--- src/rtl/core/stg_pkg.sv ---
// ----------------------------------------------------------------------------
// Session table package
// Shared types and constants of the session token guard table.
// ----------------------------------------------------------------------------
package stg_pkg;

  localparam logic [1:0] OP_CREATE   = 2'd0;
  localparam logic [1:0] OP_VALIDATE = 2'd1;
  localparam logic [1:0] OP_REVOKE   = 2'd2;
  localparam logic [1:0] OP_QUERY    = 2'd3;

  localparam logic [1:0] ST_EXPIRED = 2'd0;
  localparam logic [1:0] ST_VALID   = 2'd1;
  localparam logic [1:0] ST_HIJACK  = 2'd2;
  localparam logic [1:0] ST_OTHER   = 2'd3;

  localparam logic [2:0] RC_OK         = 3'd0;
  localparam logic [2:0] RC_FULL       = 3'd1;
  localparam logic [2:0] RC_NOT_FOUND  = 3'd2;
  localparam logic [2:0] RC_NOT_VALID  = 3'd3;
  localparam logic [2:0] RC_TOKEN      = 3'd4;
  localparam logic [2:0] RC_PROCESS    = 3'd5;
  localparam logic [2:0] RC_CAPABILITY = 3'd6;

  localparam logic [63:0] MASK_HIGH   = 64'hA5A5A5A5A5A5A5A5;
  localparam logic [63:0] MASK_LOW    = 64'h5A5A5A5A5A5A5A5A;
  localparam logic [31:0] FIRST_ID    = 32'd1000;
  localparam logic [3:0]  LIMIT_RESET = 4'd3;

  typedef struct packed {
    logic [1:0]  operation;
    logic [31:0] session_number;
    logic [31:0] process_id;
    logic [31:0] capability_mask;
    logic [63:0] token_high;
    logic [63:0] token_low;
    logic        token_present;
    logic [63:0] entropy_high;
    logic [63:0] entropy_low;
    logic [1:0]  revoke_status;
  } stg_in_t;

  typedef struct packed {
    logic [2:0]  result_code;
    logic [31:0] issued_session;
    logic [3:0]  issued_slot;
    logic [63:0] issued_token_high;
    logic [63:0] issued_token_low;
    logic [4:0]  active_count;
    logic [4:0]  anomaly_count;
    logic [31:0] blocked_total;
  } stg_out_t;

  // One slot's contents as it travels around the ring.
  typedef struct packed {
    logic [31:0] id;
    logic [1:0]  status;
    logic [31:0] owner;
    logic [31:0] caps;
    logic [63:0] secret_high;
    logic [63:0] secret_low;
    logic [3:0]  attempts;
  } stg_slot_t;

  // Control from the sequencer to every cell.
  typedef struct packed {
    logic shift;
    logic load;
  } stg_ctl_t;

endpackage

--- src/rtl/core/stg_cell.sv ---
// ----------------------------------------------------------------------------
// Session slot cell
// Holds one slot and passes it to the next cell on each shift.
// ----------------------------------------------------------------------------
module stg_cell (
  input  logic              clk,
  input  logic              rst,
  input  stg_pkg::stg_ctl_t ctl,
  input  stg_pkg::stg_slot_t slot_in,
  output stg_pkg::stg_slot_t slot_out
);
  import stg_pkg::*;

  stg_slot_t slot;

  // Control fields reset; payload fields do not.
  always_ff @(posedge clk) begin
    if (ctl.shift || ctl.load) begin
      slot.owner       <= slot_in.owner;
      slot.caps        <= slot_in.caps;
      slot.secret_high <= slot_in.secret_high;
      slot.secret_low  <= slot_in.secret_low;
    end
    if (rst) begin
      slot.id       <= '0;
      slot.status   <= ST_EXPIRED;
      slot.attempts <= '0;
    end else if (ctl.shift || ctl.load) begin
      slot.id       <= slot_in.id;
      slot.status   <= slot_in.status;
      slot.attempts <= slot_in.attempts;
    end
  end

  assign slot_out = slot;
endmodule

--- src/rtl/core/stg_engine.sv ---
// ----------------------------------------------------------------------------
// Session operation engine
// Examines the slot at the head of the ring each cycle of a walk and applies the item.
// ----------------------------------------------------------------------------
module stg_engine #(
  parameter int SLOTS = 16
) (
  input  logic               clk,
  input  logic               rst,
  input  logic               start,
  output logic               busy,
  input  stg_pkg::stg_in_t   item,
  input  logic [3:0]         hijack_limit,
  input  stg_pkg::stg_slot_t head,
  output stg_pkg::stg_slot_t head_new,
  output stg_pkg::stg_ctl_t  ctl,
  output logic               done,
  output stg_pkg::stg_out_t  result
);
  import stg_pkg::*;

  localparam int IW = (SLOTS > 1) ? $clog2(SLOTS) : 1;

  typedef enum logic [1:0] {
    S_IDLE = 2'b01,
    S_WALK = 2'b10
  } state_t;

  state_t         state;
  stg_in_t        req;
  logic [IW-1:0]  index;
  logic           hit;
  logic [31:0]    next_id;
  logic [31:0]    blocked;
  logic [4:0]     active;
  logic [4:0]     anomaly;
  stg_out_t       res;
  logic           match;
  logic           take;
  logic           bump;
  logic [2:0]     code_next;
  logic [3:0]     att_inc;
  logic [4:0]     active_next;
  logic [4:0]     anomaly_next;
  logic           last;

  assign busy = (state != S_IDLE);
  assign last = (index == IW'(SLOTS - 1));
  assign att_inc = (head.attempts == 4'd15) ? head.attempts : head.attempts + 4'd1;

  // Per-slot decision on the slot now at the head of the ring.
  always_comb begin
    head_new  = head;
    match     = 1'b0;
    take      = 1'b0;
    bump      = 1'b0;
    code_next = res.result_code;
    case (req.operation)
      OP_CREATE: begin
        if (!hit && (head.status == ST_EXPIRED || head.id == '0)) begin
          take                 = 1'b1;
          head_new.id          = next_id;
          head_new.owner       = req.process_id;
          head_new.caps        = req.capability_mask;
          head_new.secret_high = req.entropy_high ^ MASK_HIGH;
          head_new.secret_low  = req.entropy_low ^ MASK_LOW;
          head_new.status      = ST_VALID;
          head_new.attempts    = '0;
          code_next            = RC_OK;
        end
      end
      OP_VALIDATE: begin
        if (!hit && head.id == req.session_number) begin
          match = 1'b1;
          if (head.status != ST_VALID) begin
            code_next = RC_NOT_VALID;
          end else if (!req.token_present || head.secret_high != req.token_high ||
                       head.secret_low != req.token_low) begin
            bump              = 1'b1;
            head_new.attempts = att_inc;
            if (att_inc >= hijack_limit) begin
              head_new.status = ST_HIJACK;
            end
            code_next = RC_TOKEN;
          end else if (head.owner != req.process_id && head.owner != '0) begin
            bump              = 1'b1;
            head_new.attempts = att_inc;
            head_new.status   = ST_HIJACK;
            code_next         = RC_PROCESS;
          end else if ((head.caps & req.capability_mask) != req.capability_mask) begin
            code_next = RC_CAPABILITY;
          end else begin
            code_next = RC_OK;
          end
        end
      end
      OP_REVOKE: begin
        if (!hit && head.id == req.session_number) begin
          match                = 1'b1;
          head_new.status      = req.revoke_status;
          head_new.secret_high = '0;
          head_new.secret_low  = '0;
          code_next            = RC_OK;
        end
      end
      default: begin
      end
    endcase
  end

  // Running counts over the updated slots.
  always_comb begin
    active_next  = active;
    anomaly_next = anomaly;
    if (head_new.id != '0) begin
      if (head_new.status == ST_VALID && active != 5'd31) begin
        active_next = active + 5'd1;
      end else if (head_new.status == ST_HIJACK && anomaly != 5'd31) begin
        anomaly_next = anomaly + 5'd1;
      end
    end
  end

  assign ctl.shift = (state == S_WALK);
  assign ctl.load  = 1'b0;

  // Sequencer: one slot per cycle, a full turn of the ring per item.
  always_ff @(posedge clk) begin
    if (rst) begin
      state   <= S_IDLE;
      index   <= '0;
      hit     <= 1'b0;
      next_id <= FIRST_ID;
      blocked <= '0;
      done    <= 1'b0;
    end else begin
      done <= 1'b0;
      case (state)
        S_IDLE: begin
          if (start) begin
            state   <= S_WALK;
            req     <= item;
            index   <= '0;
            hit     <= 1'b0;
            active  <= '0;
            anomaly <= '0;
            res     <= '0;
            case (item.operation)
              OP_CREATE:   res.result_code <= RC_FULL;
              OP_VALIDATE: res.result_code <= RC_NOT_FOUND;
              OP_REVOKE:   res.result_code <= RC_NOT_FOUND;
              default:     res.result_code <= RC_OK;
            endcase
          end
        end
        S_WALK: begin
          active  <= active_next;
          anomaly <= anomaly_next;
          if (take || match) begin
            hit                 <= 1'b1;
            res.result_code     <= code_next;
            res.issued_slot     <= 4'(index);
          end
          if (take) begin
            next_id                <= next_id + 32'd1;
            res.issued_session     <= next_id;
            res.issued_token_high  <= head_new.secret_high;
            res.issued_token_low   <= head_new.secret_low;
          end
          if (bump) begin
            blocked <= blocked + 32'd1;
          end
          index <= index + IW'(1);
          if (last) begin
            state <= S_IDLE;
            done  <= 1'b1;
          end
        end
        default: state <= S_IDLE;
      endcase
    end
  end

  always_comb begin
    result               = res;
    result.active_count  = active;
    result.anomaly_count = anomaly;
    result.blocked_total = blocked;
  end
endmodule

--- src/rtl/core/session_token_guard_table.sv ---
// An item is accepted only while busy is low; busy stays high during the walk,
// so the block takes no new item until the current one has finished.
// The walk turns the slot ring once, one cell per cycle, through one engine.
// Reset clears all ids, statuses, attempt counters, the id counter and total.
// Results are strobed for one cycle; the receiver cannot stall them.
// ----------------------------------------------------------------------------
// Session token guard table
// A ring of slot cells walked by a single operation engine.
// ----------------------------------------------------------------------------
module session_token_guard_table #(
  parameter int SLOTS = 16
) (
  input  logic              clk,
  input  logic              rst,
  input  logic              start,
  output logic              busy,
  input  stg_pkg::stg_in_t  in_item,
  output logic              out_strobe,
  output stg_pkg::stg_out_t out_item,
  input  logic              cfg_valid,
  output logic              cfg_ready,
  input  logic [3:0]        cfg_data
);
  import stg_pkg::*;

  stg_slot_t chain [SLOTS+1];
  stg_slot_t head_new;
  stg_ctl_t  ctl;
  logic [3:0] hijack_limit;

  // Configuration register.
  assign cfg_ready = 1'b1;
  always_ff @(posedge clk) begin
    if (rst) begin
      hijack_limit <= LIMIT_RESET;
    end else if (cfg_valid && cfg_ready) begin
      hijack_limit <= cfg_data;
    end
  end

  // The engine output feeds the last cell; cell 0 is the head.
  assign chain[SLOTS] = head_new;

  for (genvar g = 0; g < SLOTS; g++) begin : g_cell
    stg_cell u_cell (
      .clk     (clk),
      .rst     (rst),
      .ctl     (ctl),
      .slot_in (chain[g+1]),
      .slot_out(chain[g])
    );
  end

  stg_engine #(.SLOTS(SLOTS)) u_engine (
    .clk         (clk),
    .rst         (rst),
    .start       (start),
    .busy        (busy),
    .item        (in_item),
    .hijack_limit(hijack_limit),
    .head        (chain[0]),
    .head_new    (head_new),
    .ctl         (ctl),
    .done        (out_strobe),
    .result      (out_item)
  );
endmodule

--- config.mk ---
export PLATFORM = sky130hd
export DESIGN_NAME = session_token_guard_table
export DESIGN_NICKNAME = d
export VERILOG_FILES = /design/src/rtl/core/stg_pkg.sv /design/src/rtl/core/stg_cell.sv /design/src/rtl/core/stg_engine.sv /design/src/rtl/core/session_token_guard_table.sv
export SDC_FILE = /design/constraint.sdc
export NUM_CORES = 2
export LEC_CHECK = 0
export BUFFER_PORTS_ARGS = -buffer_cell sky130_fd_sc_hd__buf_2
export CORE_ASPECT_RATIO = 0.75
export CORE_MARGIN = 10
export CORE_UTILIZATION = 60
export DETAILED_ROUTE_END_ITERATION = 12
export HOLD_SLACK_MARGIN = 0.08
export PLACE_DENSITY = 0.78
export REMOVE_ABC_BUFFERS = 1
export SLEW_MARGIN = 20
export SYNTH_ARGS = -nofsm -noshare
export SYNTH_HDL_FRONTEND = slang
export SYNTH_HIERARCHICAL = 1
export SYNTH_SLANG_ARGS = --single-unit
--- constraint.sdc ---
create_clock -name clk -period 56.4 [get_ports clk]
set_input_delay 11.28 -clock clk [delete_from_list [all_inputs] [get_ports clk]]
set_output_delay 11.28 -clock clk [all_outputs]
set_load 0.02 [all_outputs]
## After elaboration in Yosys (flattened, before gate mapping)

Cells that the tools add are included.

| word-level totals | value |
|---|---|
| word-level logic and storage cells | 270 |
| input port bits | 365 |
| output and inout port bits | 212 |
| bits in registers | 4290 |

| cells by class | value |
|---|---|
| bitwise operators | 5 |
| order comparisons | 1 |
| add/subtract/negate cells | 6 |
| eq/ne operators | 31 |
| mux-type cells | 59 |
| reductions and logical operators | 32 |

Operator list:

| kind | count |
|---|---|
| case mux 167 bit (2 select lines) | 1 |
| two-way mux 128 bit | 2 |
| case mux 128 bit (2 select lines) | 1 |
| two-way mux 230 bit | 1 |
| two-way mux 209 bit | 1 |
| inequality test 64 bit | 2 |
| adder 32 x 1 -> 32 bit (second input constant) | 2 |
| two-way mux 32 bit | 2 |
| two-way mux 64 bit | 1 |
| inequality test 32 bit | 2 |
| NOT 32 bit | 2 |
| nonzero test 32 bit | 2 |
| AND 32 bit | 1 |
| == test 32 bit | 1 |
| zero test 32 bit | 1 |
| two-way mux 5 bit | 6 |
| two-way mux 4 bit | 7 |
| two-way mux 3 bit | 8 |
| case mux 5 bit (2 select lines) | 2 |
| two-way mux 2 bit | 8 |
| inequality test 2 x 1 -> 1 bit (second input constant) | 8 |
| case mux 4 bit (2 select lines) | 2 |
| two-way mux 1 bit | 12 |
| adder 5 x 1 -> 5 bit (second input constant) | 2 |
| other kinds (26) | 57 |

## Longest topological paths before layout

| depth | value |
|---|---|
| word-level depth | 14 |
| gate-level depth with buffers | 13 |
| mapped depth without buffers | 13 |

## Hierarchy

The synthesis kept the hierarchy.

By module, submodules not included:

| module | seq. area each (µm²) | cells each | area each (µm²) | instances |
|---|---|---|---|---|
| stg_cell | 6526.3 | 365 | 7337.0 | 16 |
| stg_engine | 17476.8 | 2126 | 26908.3 | 1 |
| session_token_guard_table | 80.1 | 14 | 148.9 | 1 |

## Least setup slack after synthesis

Ideal clock, no wire load.

| timing | value |
|---|---|
| kind | input to register |
| start point | input rst |
| end point | register u_engine/req[0] (netlist bit), enable pin |
| data required time | 55318 ps |
| cell stages on the path | 4 |
| library setup time | 1082 ps |
| slack | 28649 ps |
| arrival time | 26669 ps |
| buffers on the path | 3 |
| path through | clkbuf_1 clkbuf_1 clkbuf_1 nor2_1 |

| between the ends | value |
|---|---|
| longest elaborated chain between the ends | 2 |

RTL lines:

| what | RTL line | RTL |
|---|---|---|
| start: declaration | session_token_guard_table.sv:14 | `input logic rst,` |
| NOT 1 bit (no line) | - |  |
| AND reduction 3 bit (no line) | - |  |
| end signal: assignment | stg_engine.sv:142 | `req <= item;` |
| end: declaration | stg_engine.sv:30 | `stg_in_t req;` |

Every way passes these cells.
A chain may end at the register's enable or synchronous reset.

## Final worst setup path

| timing | value |
|---|---|
| start point | input rst |
| end point | register u_engine/req[38] (netlist bit), enable pin |

Same word-level chain as after synthesis.

==> results by group <==
Status
  • Status: complete, but fails checks
  • Failing checks: slew limit

Flow run
  • Max cap viols: 0

Setup path
  • Crit Path Class: input pin to flip-flop
  • Crit path top cell by count: buf_4
  • R2r setup slk: between 50 and 60 ns
  • Worst EP required: 56.92 ns
  • Crit path from: rst
  • CP endpoint kind: flip-flop
  • Critical Path Fanout Max: approximately 110
  • Worst Reg-to-Reg Cells: 8
  • Crit path DAT: roughly 16 ns
  • Critical-path cell list: buf_8, nor2_4, buf_4, buf_4, buf_4, buf_4
  • Critical path endpoint: u_engine/req[38]$_DFFE_PP_
  • Worst R2R Start: u_engine/state[1]$_SDFFE_PP0P_
  • Worst R2R End: u_engine/req[38]$_DFFE_PP_
  • Critical-path top delay cell: buf_4
  • Startpoint class of the critical path: input pin
  • Max incr delay on CP: around 0.89 ns

Clocking
  • Worst-Skew Late Latency: about 0.92 ns
  • CTS root buffer: clkbuf_16
  • Max Root-Sink Buffers: 4
  • Worst-path clk slew: approximately 0.07 ns
  • Post-CTS setup buffers: 0
  • Post-cts sizing count: 0
  • Sink Count: between 4000 and 5000
  • CTS Hold Bufs: 0
  • CTS tree: yes
  • H-Tree Depth: 5
  • CTS buffer count: 380

STA
  • Final Max Tran Viols: slightly below 800
  • Worst setup margin: 40.91 ns
  • Fmax: between 60 and 70 MHz
  • Final Setup Violations: 0
  • Unrepaired setup endpoints after global routing: no
  • Period utilization: a little over a quarter
  • Setup TNS: 0 ns
  • Slew @ Worst Pin: about 2.5 ns
  • Fin. Hold Viols: 0
  • Worst clock skew: 0.0879 ns
  • Max_slew headroom: -66.2%
  • Min Tclk post-route: 15.49 ns

Finish
  • Fill count: 14389
  • Nets: approximately 9000
  • Most frequent cells in the layout: 3606 x edfxtp_1, 684 x dfxtp_1, 647 x a21oi_1, 608 x or3b_1, 574 x buf_2
  • Final core utilization: between 60% and 70%
  • FF+latch area: ~120000 um^2
  • Fraction of layout cells with a size suffix above 1: between 10 and 15%
  • Multi-input logic area: ~20000 um^2
  • Area grow syn2layout: 12.5%
  • Commonest non-fill, non-tap cell in the layout: edfxtp_1
  • Design Area, Final: between 150000 and 200000 um^2

Floorplanning
  • Die Wd: ~600 um
  • Initial core utilization: roughly 60%
  • Die ar.: 261000 um^2
  • # rows: 155
  • Die Y: 445 um
  • Core area: 239000 um^2
  • # IOs: 577

GRT
  • Largest net degree at the start of global routing: roughly 1200
  • Gr usage total: between 20% and 30%
  • Vias in the first global route: roughly 70000
  • First-pass GRT wire length: roughly 480 mm
  • Overflow after GRT: 0
  • Initial antenna violation count: 51

Route
  • Drt first pass iters: 7
  • Post-route ant nets: 0
  • DR WL/cell: 27.0 um
  • DR iter-0 viols: 8566
  • Vias/cell: between 5 and 6
  • DR vias: 72610
  • Post-Route WL: around 330 mm
  • DRC violations left: 0

Place
  • Gpl congestion: 0.870
  • Dpl hpwl: 181 mm
  • Dpl ws: approximately 40 ns
  • Placed Area: about 150000 um^2
  • Port-buffer cells: between 500 and 600

Yosys
  • Mapped cell area: around 140000 um^2
  • Largest family of logic cells by synthesized area: simple AND/OR/NAND/NOR gates
  • Yosys top cell by area: edfxtp_1
  • Top post-synthesis cells by area: edfxtp_1 75%, dfxtp_1 9.5%, or3b_1 3.7%
  • Yosys top cell area share: between 70 and 80%
  • Asr flop ratio synth: 0%
  • Post-Synth XOR/XNOR Area: between 1 and 1.5%
  • Sequential fraction of the synthesis area: 84.4%
  • Mux contribution to synthesized area: 0.212%
  • Post-synth EDFFs: ~3600
  • Adder-Cell Fraction of Synth Area: 0.165%
  • Yosys reg bits: about 4300
  • Synth warnings: 6
  • Post-synthesis simple-gate area fraction: around 6.7%
  • Synth Area per Inst: roughly 18 um^2
  • Yosys cell types: 76
  • Compound-gate portion of the synthesized area: around 5.9%
  • Top_reg_cell synth: edfxtp_1
  • Syn Inst Count: between 7000 and 8000

Worst hold path
  • Worst hold path class: flip-flop to flip-flop

Power and ir drop
  • Maximum VDD drop: between 0.03 and 0.04 mV
  • Leak: 55.1 nW
  • Overall power: about 6.6 mW
  • Cell Pwr Density: 40.6 nW/um^2
==> cell type report <==
| cell class | instances | area share, % |
|---|---|---|
| antenna | 21 | 0.0323 |
| clock buffer | 475 | 6.27 |
| clock inverter | 213 | 1.19 |
| inverter | 101 | 0.233 |
| multi-input combinational | 3175 | 12.5 |
| sequential | 4290 | 75.0 |
| tap | 3218 | 2.48 |
| timing repair buffer | 656 | 2.23 |
==> Yosys cell counts (8+ instances only) <==
| cell type | count |
|---|---|
| nor3_2 | 9 |
| o21ai_1 | 114 |
| nand2_1 | 272 |
| dfxtp_1 | 684 |
| o21ai_0 | 539 |
| clkbuf_1 | 199 |
| nor2b_1 | 39 |
| or2_2 | 18 |
| xnor2_1 | 85 |
| nor3_1 | 17 |
| or3_1 | 13 |
| mux2_1 | 11 |
| nand2b_1 | 28 |
| xor2_1 | 85 |
| o2bb2ai_1 | 66 |
| buf_2 | 162 |
| or3b_1 | 608 |
| o2111ai_1 | 8 |
| a21oi_1 | 647 |
| edfxtp_1 | 3606 |
| nor2_1 | 65 |
| and2_1 | 173 |
| o22ai_1 | 26 |
| clkbuf_2 | 48 |
| a22o_1 | 72 |
| nand4_1 | 50 |
| nand3_1 | 36 |
| inv_1 | 100 |
| ha_1 | 19 |
| nor4_1 | 56 |
| or4_1 | 8 |
| and3_1 | 15 |
==> worst min-delay path by stage <==
stage	startpoint	cells past startpoint	end
3_3_place_gp	g_cell[10].u_cell/slot_out[18]$_DFFE_PP_	0	g_cell[9].u_cell/slot_out[18]$_DFFE_PP_
3_5_place_dp	g_cell[1].u_cell/slot_out[124]$_DFFE_PP_	0	g_cell[0].u_cell/slot_out[124]$_DFFE_PP_
5_1_grt	g_cell[6].u_cell/slot_out[105]$_DFFE_PP_	0	g_cell[5].u_cell/slot_out[105]$_DFFE_PP_
6_report	g_cell[6].u_cell/slot_out[105]$_DFFE_PP_	0	g_cell[5].u_cell/slot_out[105]$_DFFE_PP_
4_1_cts	g_cell[6].u_cell/slot_out[105]$_DFFE_PP_	0	g_cell[5].u_cell/slot_out[105]$_DFFE_PP_
2_1_floorplan	g_cell[1].u_cell/slot_out[100]$_DFFE_PP_	0	g_cell[0].u_cell/slot_out[100]$_DFFE_PP_
==> worst max-delay path, delay by kind of cell <==
kind / cells / cell delay (ns)
AND/OR/NAND/NOR: 1 / 0.86
buffers and inverters: 5 / 3.47
==> sequential cells by signal, summed over array words and instances (netlist names) <==
| name | flops |
|---|---|
| g_cell.u_cell/slot_out | 3680 |
| hijack_limit | 4 |
| u_engine/active | 5 |
| u_engine/anomaly | 5 |
| u_engine/blocked | 32 |
| u_engine/done | 1 |
| u_engine/hit | 1 |
| u_engine/index | 4 |
| u_engine/next_id | 32 |
| u_engine/req | 357 |
| u_engine/result | 167 |
| u_engine/state | 2 |
==> logic make-up (layout without fill, tap and decap cells) <==
logic type,after synthesis,in the layout
AO/OA/AOI/OAI,1527,1527
XOR/XNOR,170,170
adder cells (fa/ha/maj),19,19
buffers and inverters,515,1445
other,2,23
flip-flops,4290,4290
multiplexers,26,26
AND/OR/NAND/NOR,1431,1431
==> layer usage <==
| metal | part of all wire [%] | vias up | wire length [um] | global-route usage, % |
|---|---|---|---|---|
| met5 | 0.069 | - | 227 | 0 |
| li1 | - | 31848 | - | - |
| met4 | 4.8 | 32 | 15700 | 10.5 |
| met1 | 39 | 36062 | 127000 | 33.5 |
| met2 | 47 | 3791 | 155000 | 38.5 |
| met3 | 9.2 | 877 | 30200 | 5.21 |
==> stage by stage <==
stage,cells,hold WS [ns]
floorplan,7566,0.400
global placement,11437,0.400
detailed placement,11437,0.405
CTS,12125,0.377
global route,12141,0.390
finish,12149,0.386
==> power breakdown <==
group	internal (mW)	switching (mW)	leakage [nW]
registers	3.69	0.0879	40.7
clock network	1.42	1.16	5.96
logic	0.0443	0.191	8.39
total	5.15	1.44	55.1
No activity file was read; power rests on OpenSTA's default activity.
